**src/rtl/mptc_pkg.sv**
```systemverilog
`timescale 1ns / 1ps

package mptc_pkg;

   localparam int INDEX_BITS = 28;
   localparam int DATA_LANES = 32;
   localparam int COUNT_BITS = 32;

   // only the low 32 bit lanes of a word can be counted
   localparam int LANE_USED = (DATA_LANES < 32) ? DATA_LANES : 32;
   localparam int LANE_IDX_BITS = $clog2(LANE_USED);
   localparam logic [5:0] LANE_LIMIT = 6'(LANE_USED);

   localparam logic [31:0] INDEX_MASK = 32'((64'd1 << INDEX_BITS) - 64'd1);
   localparam logic [31:0] BASE_PATTERN_RESET = 32'hAA55_AA55;

   typedef enum logic [1:0] {
      CMD_GENERATE  = 2'd0,
      CMD_CHECK     = 2'd1,
      CMD_READ_LANE = 2'd2,
      CMD_CLEAR     = 2'd3
   } command_type;

   typedef enum logic [1:0] {
      CSR_BASE_PATTERN   = 2'd0,
      CSR_XOR_WITH_INDEX = 2'd1,
      CSR_REGION_BASE    = 2'd2
   } csr_index_type;

   typedef logic [COUNT_BITS-1:0] count_type;

   typedef struct packed {
      logic clear;
      logic check;
      logic bank;
      logic rd_bank;
   } lane_ctrl_type;

   typedef struct packed {
      logic [31:0] write_data;
      logic        mismatch;
      logic [31:0] diff_bits;
      logic [31:0] error_total;
      logic        first_error_valid;
      logic [31:0] first_error_address;
      logic [31:0] lane_count;
   } rsp_type;

   function automatic count_type sat_inc(count_type v);
      return (&v) ? v : v + count_type'(1);
   endfunction

endpackage

```
**src/rtl/mptc_lane.sv**
```systemverilog
`timescale 1ns / 1ps

// One bit lane: even-word and odd-word error counters.
module mptc_lane (
   input  logic                      clock,
   input  logic                      reset,
   input  mptc_pkg::lane_ctrl_type   ctrl,
   input  logic                      hit,
   output mptc_pkg::count_type       count_rd
);

   mptc_pkg::count_type even_ff, even_in;
   mptc_pkg::count_type odd_ff, odd_in;

   always_comb begin
      even_in = even_ff;
      odd_in  = odd_ff;
      if (ctrl.clear) begin
         even_in = '0;
         odd_in  = '0;
      end else if (ctrl.check && hit) begin
         if (ctrl.bank) begin
            odd_in = mptc_pkg::sat_inc(odd_ff);
         end else begin
            even_in = mptc_pkg::sat_inc(even_ff);
         end
      end
   end

   assign count_rd = ctrl.rd_bank ? odd_ff : even_ff;

   always_ff @(posedge clock) begin
      if (reset) begin
         even_ff <= '0;
         odd_ff  <= '0;
      end else begin
         even_ff <= even_in;
         odd_ff  <= odd_in;
      end
   end

endmodule

```
**config.mk**
```make
export PLATFORM = sky130hd
export DESIGN_NAME = mptc_lane
export DESIGN_NICKNAME = d
export VERILOG_FILES = /design/src/rtl/mptc_pkg.sv /design/src/rtl/mptc_lane.sv
export SDC_FILE = /design/constraint.sdc
export NUM_CORES = 1
export LEC_CHECK = 0
export BUFFER_PORTS_ARGS = -buffer_cell sky130_fd_sc_hd__buf_2
export CORE_MARGIN = 3
export CORE_UTILIZATION = 43
export CTS_CLUSTER_DIAMETER = 200
export DETAILED_ROUTE_END_ITERATION = 16
export GPL_ROUTABILITY_DRIVEN = 0
export PLACE_DENSITY = 0.63
export SLEW_MARGIN = 30
export SYNTH_ARGS = -nofsm -noshare
export SYNTH_HDL_FRONTEND = slang
export SYNTH_SLANG_ARGS = --single-unit
```
**constraint.sdc**
```tcl
create_clock -name clock -period 2.5 [get_ports clock]
set_clock_uncertainty 0.15 [all_clocks]
set_input_delay 0.25 -clock clock [delete_from_list [all_inputs] [get_ports clock]]
set_output_delay 0.25 -clock clock [all_outputs]
set_load 0.01 [all_outputs]
```
==> metrics.md, run 1 <==
| Metric | Value |
|---|---|
| Status | `complete, no violations` |
| Worst-path clk slew | `70 ps` |
| CP arrival | `2530 ps` |
| N_diodes | `0` |
| Max-slew violation count | `0` |
| Crit path launch type | `register` |
| FP Rows | `33` |
| Final nets | `507` |
| Drt wl/cell | `17.1 um` |
| Setup crit end kind | `register` |
| Die height | `98.5 um` |
| Register area share after synthesis | `34.8%` |
| Area of the die | `9700 um2` |
| CTS Buf Count | `9` |
| CP max FO | `5` |
| Commonest non-fill, non-tap cell in the layout | `dfxtp_1` |
| Post-Route WL | `10400 um` |
| Synth top area cells | `dfxtp_1 (35%), mux2_2 (8.3%), a21oi_1 (6.0%)` |
| DR vias | `3729` |
| Critical path class | `register to register` |
| Via/cell ratio | `6.13` |
| Max Clock Freq | `415 MHz` |
| Pleak | `1.45 nW` |
| Mapped Area | `3680 um2` |
| Period utilization | `96.3%` |
| Async SR Flop Fraction | `0%` |
| Minimum clock period | `2410 ps` |
| Max cap viols | `0` |
| Hold_buf cts | `0` |
| Synthesized Nets | `461` |
| Slowest Stage Delay on Critical Path | `570 ps` |
| Final hold viol count | `0` |
| Post-Syn Instances | `452` |
| CP Cell Sequence | `nand4_2, buf_4, or4_1, or2_2, or4_1, a21oi_1` |
| First-pass GRT wire length | `16900 um` |
| Yosys top cell area share | `34.8%` |
| Slowest CP cell | `or4_1` |
| Crit path launch | `even_ff[12]` |
| Syn. warnings | `0` |
| Reg2reg path depth | `6` |
| CTS sink cnt | `64` |
| Antenna violations before repair | `0` |
| Yosys cell types | `43` |
| DRC | `0` |
| Crit-path most repeated cell | `or4_1` |
| Critical Path RT | `2620 ps` |
| HP Class | `input port to register` |
| WHS | `95.8 ps` |
| Vias in the first global route | `3388` |
| Clk_lat worst skew | `340 ps` |
| Core box area | `8260 um2` |
| # H-tree levels | `3` |
| Hold path depth | `3` |
| First-iteration detailed-routing DRC count | `222` |
| Initial Util | `44.5%` |
| RSZ-0062 raised after global routing | `no` |
| Total negative slack | `0 ps` |
| Setup Buffers After CTS | `0` |
| Area Overhead vs Synth | `16.0%` |
| Hold Crit Start | `reset` |
| IO Pins | `39` |
| Most used DFF post-synth | `dfxtp_1` |
| IO buf count | `38` |
| Root buffer cell | `clkbuf_8` |
| EDFF count, synth | `0` |
| Congestion Overflow GR | `0` |
| TritonCTS clock tree | `done` |
| Die width | `98.5 um` |
| DRT Pass-1 Iters | `5` |
| Peak VDD IR | `0.332 mV` |
| Power density cells | `452 nW/um2` |
| Setup Viol. Count Final | `0` |
| Final HPWL DP | `7550 um` |
| Syn avg cell area | `8.14 um2` |
| Post-cts gate resize count | `0` |
| FF-to-FF Start | `even_ff[12]` |
| Most frequent cells in the layout | `dfxtp_1 (64), a21oi_1 (44), nand2_1 (39)` |
| Antenna Nets Post-Route | `0` |
| Slew Limit Headroom | `52.0%` |
| CTS max path bufs | `2` |
| Largest net degree at the start of global routing | `36` |
| Worst-margin pin slew | `719 ps` |
| Gr usage total | `21.5%` |
| Synth area leader | `dfxtp_1` |
| Synthesis-stage register bit count | `64` |
| Share of layout cells above drive strength 1 | `24.1%` |
-- state kept, by name, summed over array words and instances (netlist names) --
signal   flops
even_ff     32
odd_ff      32
-- through the flow --
stage	utilization (%)	total power, mW	instance area (um2)	setup WS [ps]	std cells
floorplan	-	1.09	3680	156	452
global placement	49.3	1.12	4070	97.0	592
detailed placement	49.3	1.12	4070	39.9	592
CTS	51.5	1.95	4250	14.6	608
global route	51.7	2.00	4270	2.54	608
finish	51.7	1.93	4270	93.0	608
-- path summary, 6_finish.rpt --
check,to,slack [ps]
setup / recovery,even_ff[20],90
hold / removal,odd_ff[26],100
setup reg to reg,even_ff[20],90
hold reg to reg,odd_ff[25],340
-- final cells by class --
class	instances	area, um2
inverter	8	30.0
multi-input combinational	354	2280
clock inverter	3	15.0
timing repair buffer	61	363
sequential	64	1280
fill	798	3990
clock buffer	13	169
tap	105	131
-- per-layer routing --
layer / global-route usage (%) / share of wire (%)
met1: 28.4 / 44
met2: 35.3 / 48
met3: 5.80 / 6.7
met4: 5.25 / 1.3
met5: 0 / 0
-- synth_stat cells, drive strengths merged (12+ instances only) --
library cell and n:
dfxtp 64, nand3 21, nand4 18, or3 27
o31ai 22, xnor2 12, nand2 39, mux2 27
nor2 28, o21ai 23, or4 26, a21oi 44
clkbuf 21
-- worst max-delay path: cells and delay by family (launching register included) --
kind / cells / cell delay (ps)
flip-flops: 1 / 410
AND/OR/NAND/NOR: 4 / 1460
buffers and inverters: 1 / 170
AO/OA/AOI/OAI: 1 / 160
-- cells by family after synthesis --
kind of cell | share of synthesized area (%)
and+or+nand+nor | 30.8
AOI/OAI and AO/OA | 18.6
DFF | 34.8
buffers and inverters | 3.64
muxes | 8.54
xor gates and xnor gates | 2.86
adders and majority gates | 0.680
-- power by group --
group          internal (mW)  total (mW)  switching (mW)
registers               1.02        1.02         0.00111
clock network          0.437       0.837           0.400
logic                 0.0231      0.0719          0.0488
total                   1.48        1.93           0.450
Note: power is estimated with default switching activity, not from simulation.
==> run 2: changes to the inputs <==
--- a/config.mk
+++ b/config.mk
@@ -8,6 +8,7 @@
 export BUFFER_PORTS_ARGS = -buffer_cell sky130_fd_sc_hd__buf_2
 export CORE_MARGIN = 3
 export CORE_UTILIZATION = 43
+export CTS_BUF_LIST = sky130_fd_sc_hd__clkbuf_4 sky130_fd_sc_hd__clkbuf_8 sky130_fd_sc_hd__clkbuf_16
 export CTS_CLUSTER_DIAMETER = 200
 export DETAILED_ROUTE_END_ITERATION = 16
 export GPL_ROUTABILITY_DRIVEN = 0
==> metrics.md, run 2 (synthesis gave the netlist of run 1 again) <==
| Metric | Value |
|---|---|
| Status | `complete, no violations` |
| Setup crit end kind | `register` |
| Gr usage total | `21.5%` |
| Final HPWL DP | `7550 um` |
| Commonest non-fill, non-tap cell in the layout | `dfxtp_1` |
| Crit path launch | `even_ff[12]` |
| Initial Util | `44.5%` |
| Cell Area, Placed | `4070 um2` |
| Period utilization | `96.3%` |
| Minimum clock period | `2410 ps` |
| HP Class | `input port to register` |
| Total negative slack | `0 ps` |
| RSZ-0062 raised after global routing | `no` |
| Crit path launch type | `register` |
| DR vias | `3705` |
| Most frequent cells in the layout | `dfxtp_1 (64), a21oi_1 (44), nand2_1 (39)` |
| Area of the die | `9700 um2` |
| Setup Buffers After CTS | `0` |
| Post-Route WL | `10400 um` |
| Buf/Inv on CP | `1` |
| Core box area | `8260 um2` |
| Max Clock Freq | `415 MHz` |
| Share of layout cells above drive strength 1 | `24.3%` |
| Root buffer cell | `clkbuf_8` |
| N_diodes | `0` |
| CTS max path bufs | `2` |
| Hold Crit Start | `reset` |
| Vias in the first global route | `3391` |
| Worst-margin pin slew | `731 ps` |
| First-pass GRT wire length | `16900 um` |
| FF-to-FF Start | `even_ff[12]` |
| Antenna Nets Post-Route | `0` |
| Slew Limit Headroom | `51.2%` |
| Max-slew violation count | `0` |
| First-iteration detailed-routing DRC count | `213` |
| DRT Pass-1 Iters | `5` |
| Die width | `98.5 um` |
| Setup Viol. Count Final | `0` |
| CTS sink cnt | `64` |
| Final Cell Area | `4270 um2` |
| Die height | `98.5 um` |
| CP arrival | `2530 ps` |
| Leading registers by flop count | `even_ff: 32 flops, odd_ff: 32 flops` |
| Critical Path RT | `2620 ps` |
| Max cap viols | `0` |
| CP max FO | `5` |
| CTS Buf Count | `9` |
| # H-tree levels | `3` |
| Clk_lat worst skew | `340 ps` |
| Placed Instances | `592` |
| DRC | `0` |
| Congestion Overflow GR | `0` |
| Non-Filler Instances | `608` |
| Power density cells | `455 nW/um2` |
| Final hold viol count | `0` |
| Final nets | `507` |
| Peak VDD IR | `0.334 mV` |
| Slowest Stage Delay on Critical Path | `570 ps` |
| FP Rows | `33` |
| Via/cell ratio | `6.09` |
| Largest net degree at the start of global routing | `36` |
| Antenna violations before repair | `0` |
| Drt wl/cell | `17.1 um` |
| Area Overhead vs Synth | `16.1%` |
| IO buf count | `38` |
| Slowest CP cell | `or4_1` |
| TritonCTS clock tree | `done` |
| Crit path max-delay family | `simple AND/OR/NAND/NOR gates` |
| IO Pins | `39` |
| Critical path class | `register to register` |
| CP Cell Sequence | `nand4_2, buf_4, or4_1, or2_2, or4_1, a21oi_1` |
| Worst-path clk slew | `70 ps` |
| Crit-path most repeated cell | `or4_1` |
| Pleak | `1.45 nW` |
==> run 2: cell counts in the layout (fill, tap and decap cells not counted) <==
No cell type changed its count.
==> run 2: repair_timing <==
action / CTS / global route
resized for setup: 0 / 3
setup endpoints to repair: 0 / 7
hold buffers: 0 / 0
==> run 2: cell type report <==
type | instances | area (um2)
Inverter | 8 | 30.0
Clock buffer | 13 | 173
Multi-Input combinational cell | 354 | 2280
Tap cell | 105 | 131
Sequential cell | 64 | 1280
Clock inverter | 3 | 15.0
Timing Repair Buffer | 61 | 363
Fill cell | 798 | 3990
==> run 2: power by group <==
group,switching [mW],total [mW],internal (mW)
clock,0.403,0.851,0.448
sequential,0.00111,1.02,1.02
combinational,0.0491,0.0722,0.0231
==> run 2: path summary, 6_finish.rpt <==
check                      to  depth (start not counted)  slack, ps
hold reg to reg    odd_ff[25]                          2        350
setup / recovery  even_ff[20]                          6         90
setup reg to reg  even_ff[20]                          6         90
hold / removal     odd_ff[26]                          3        100
==> run 2: worst reg2reg max path, delay by kind of cell, from the launching register on <==
family	cells	cell delay (ps)
AOI/OAI and AO/OA	1	160
buffers and inverters	1	170
DFF	1	410
and+or+nand+nor	4	1460
==> run 2: routing by layer <==
| layer | global-route usage [%] | vias to the layer above | share of wire [%] |
|---|---|---|---|
| met3 | 5.80 | 15 | 6.7 |
| met4 | 5.25 | 0 | 1.6 |
| li1 | - | 1821 | - |
| met2 | 35.4 | 117 | 48 |
| met5 | 0 | - | 0 |
| met1 | 28.3 | 1752 | 44 |
==> run 2: metrics by stage <==
step	worst slack [ps]	power, mW	hold slack [ps]	utilization (%)
after floorplan	156	1.09	274	-
after global placement	97.0	1.12	331	49.3
after detailed placement	39.9	1.12	343	49.3
after CTS	14.6	1.96	81.8	51.5
after global routing	2.54	2.01	94.2	51.7
final	92.3	1.94	98.4	51.7
==> run 3: changes to the inputs <==
--- a/config.mk
+++ b/config.mk
@@ -5,14 +5,14 @@
 export SDC_FILE = /design/constraint.sdc
 export NUM_CORES = 1
 export LEC_CHECK = 0
-export BUFFER_PORTS_ARGS = -buffer_cell sky130_fd_sc_hd__buf_2
 export CORE_MARGIN = 3
 export CORE_UTILIZATION = 43
 export CTS_BUF_LIST = sky130_fd_sc_hd__clkbuf_4 sky130_fd_sc_hd__clkbuf_8 sky130_fd_sc_hd__clkbuf_16
 export CTS_CLUSTER_DIAMETER = 200
 export DETAILED_ROUTE_END_ITERATION = 16
+export DONT_BUFFER_PORTS = 1
 export GPL_ROUTABILITY_DRIVEN = 0
-export PLACE_DENSITY = 0.63
+export PLACE_DENSITY = 0.6
 export SLEW_MARGIN = 30
 export SYNTH_ARGS = -nofsm -noshare
 export SYNTH_HDL_FRONTEND = slang
==> metrics.md, run 3 (synthesis gave the netlist of run 1 again) <==
| Metric | Value |
|---|---|
| Max-slew violation count | `0` |
| Post-Route WL | `10300 um` |
| FP Rows | `33` |
| Slew Limit Headroom | `61.2%` |
| Final Cell Area | `4140 um2` |
| DRT Pass-1 Iters | `4` |
| # H-tree levels | `3` |
| Minimum clock period | `2380 ps` |
| DR vias | `3567` |
| Setup crit end kind | `register` |
| First-iteration detailed-routing DRC count | `122` |
| Clk_lat worst skew | `340 ps` |
| Worst-margin pin slew | `579 ps` |
| Pleak | `1.26 nW` |
| Crit path launch type | `register` |
| Final hold viol count | `0` |
| Antenna Nets Post-Route | `0` |
| Final nets | `472` |
| Largest net degree at the start of global routing | `38` |
| Die width | `98.5 um` |
| Drt wl/cell | `18.0 um` |
| RSZ-0062 raised after global routing | `no` |
| Initial Util | `44.5%` |
| HP Class | `input port to register` |
| CP max FO | `10` |
| Max Clock Freq | `421 MHz` |
| Setup Viol. Count Final | `0` |
| Vias in the first global route | `3348` |
| Peak VDD IR | `0.244 mV` |
| DRC | `0` |
| Max cap viols | `0` |
| Period utilization | `95.1%` |
| WHS | `55.4 ps` |
| CTS sink cnt | `64` |
| Share of layout cells above drive strength 1 | `17.5%` |
| Cell Area, Placed | `3860 um2` |
| Leading registers by flop count | `even_ff: 32 flops, odd_ff: 32 flops` |
| CTS max path bufs | `2` |
| CTS Buf Count | `9` |
| Critical Path RT | `2620 ps` |
| IO Pins | `39` |
| Via/cell ratio | `6.23` |
| Area Overhead vs Synth | `12.4%` |
| TritonCTS clock tree | `done` |
| Root buffer cell | `clkbuf_8` |
| Total negative slack | `0 ps` |
| Critical path class | `register to register` |
| Core box area | `8260 um2` |
| IO buf count | `0` |
| Congestion Overflow GR | `0` |
| Commonest non-fill, non-tap cell in the layout | `dfxtp_1` |
| N_diodes | `0` |
| Final HPWL DP | `7420 um` |
| Most frequent cells in the layout | `dfxtp_1 (64), a21oi_1 (44), nand2_1 (39)` |
| Area of the die | `9700 um2` |
| Worst-path clk slew | `80 ps` |
| CP arrival | `2490 ps` |
| Antenna violations before repair | `0` |
| Status | `complete, no violations` |
| Power density cells | `487 nW/um2` |
| Gr usage total | `21.2%` |
| First-pass GRT wire length | `16700 um` |
| Die height | `98.5 um` |
[run 3: cell count changes in the layout (fill, tap and decap cells not counted), sizes merged]
cell,delta
dlygate4sd3,+6
clkbuf,-2
buf,-41
clkinvlp,+2
clkinv,-1
bufinv,+1
[run 3: critical path, stage by stage, from the launching register on]
cell	delay [ps]
dfxtp_1	390
nand4_2	170
or4_4	550
or3_4	400
or4_1	510
a21oi_1	140
[run 3: final timing paths]
check                            startpoint           to  slack (ps)  cells past startpoint
worst max-delay path            even_ff[13]  even_ff[31]         120                      5
worst min-delay path                ctrl[1]   even_ff[7]          60                      3
worst max register to register  even_ff[13]  even_ff[31]         120                      5
worst min register to register    odd_ff[5]    odd_ff[5]         350                      2
[run 3: final cells by class]
type / count / area (um2)
fillers: 827 / 4120
multi-input cells: 354 / 2280
flip-flops and latches: 64 / 1280
repair buffers: 26 / 210
clock buffers: 11 / 151
well taps: 105 / 131
clock inverters: 5 / 55.1
inverters: 8 / 30.0
[run 3: stage by stage]
step	utilization, %	std cells	power, mW	worst slack, ps
final	50.1	573	2.01	123
after global routing	50.1	573	2.08	3.15
after CTS	49.9	573	2.03	31.8
after detailed placement	46.7	551	1.09	56.8
after global placement	46.7	551	1.09	84.7
after floorplan	-	452	1.09	156
[run 3: per-layer routing]
layer	GRT usage, %	wire, um	vias to the layer above
met5	0	0	-
met4	6.72	116	0
met3	5.38	619	10
met2	34.2	4780	86
met1	28.0	4810	1729
li1	-	-	1742
[run 3: report_power, final]
part | internal (mW) | switching (mW) | total [mW]
logic | 0.0227 | 0.0330 | 0.0557
registers | 1.02 | 0.00106 | 1.02
clock network | 0.512 | 0.425 | 0.937
total | 1.55 | 0.459 | 2.01
[run 3: timing repair]
action,4_1_cts,5_1_grt
endpoints found under the setup margin,0,8
buffers inserted,0,0
gates resized for setup,0,4
endpoints found under the hold margin,9,0
hold buffers,6,0
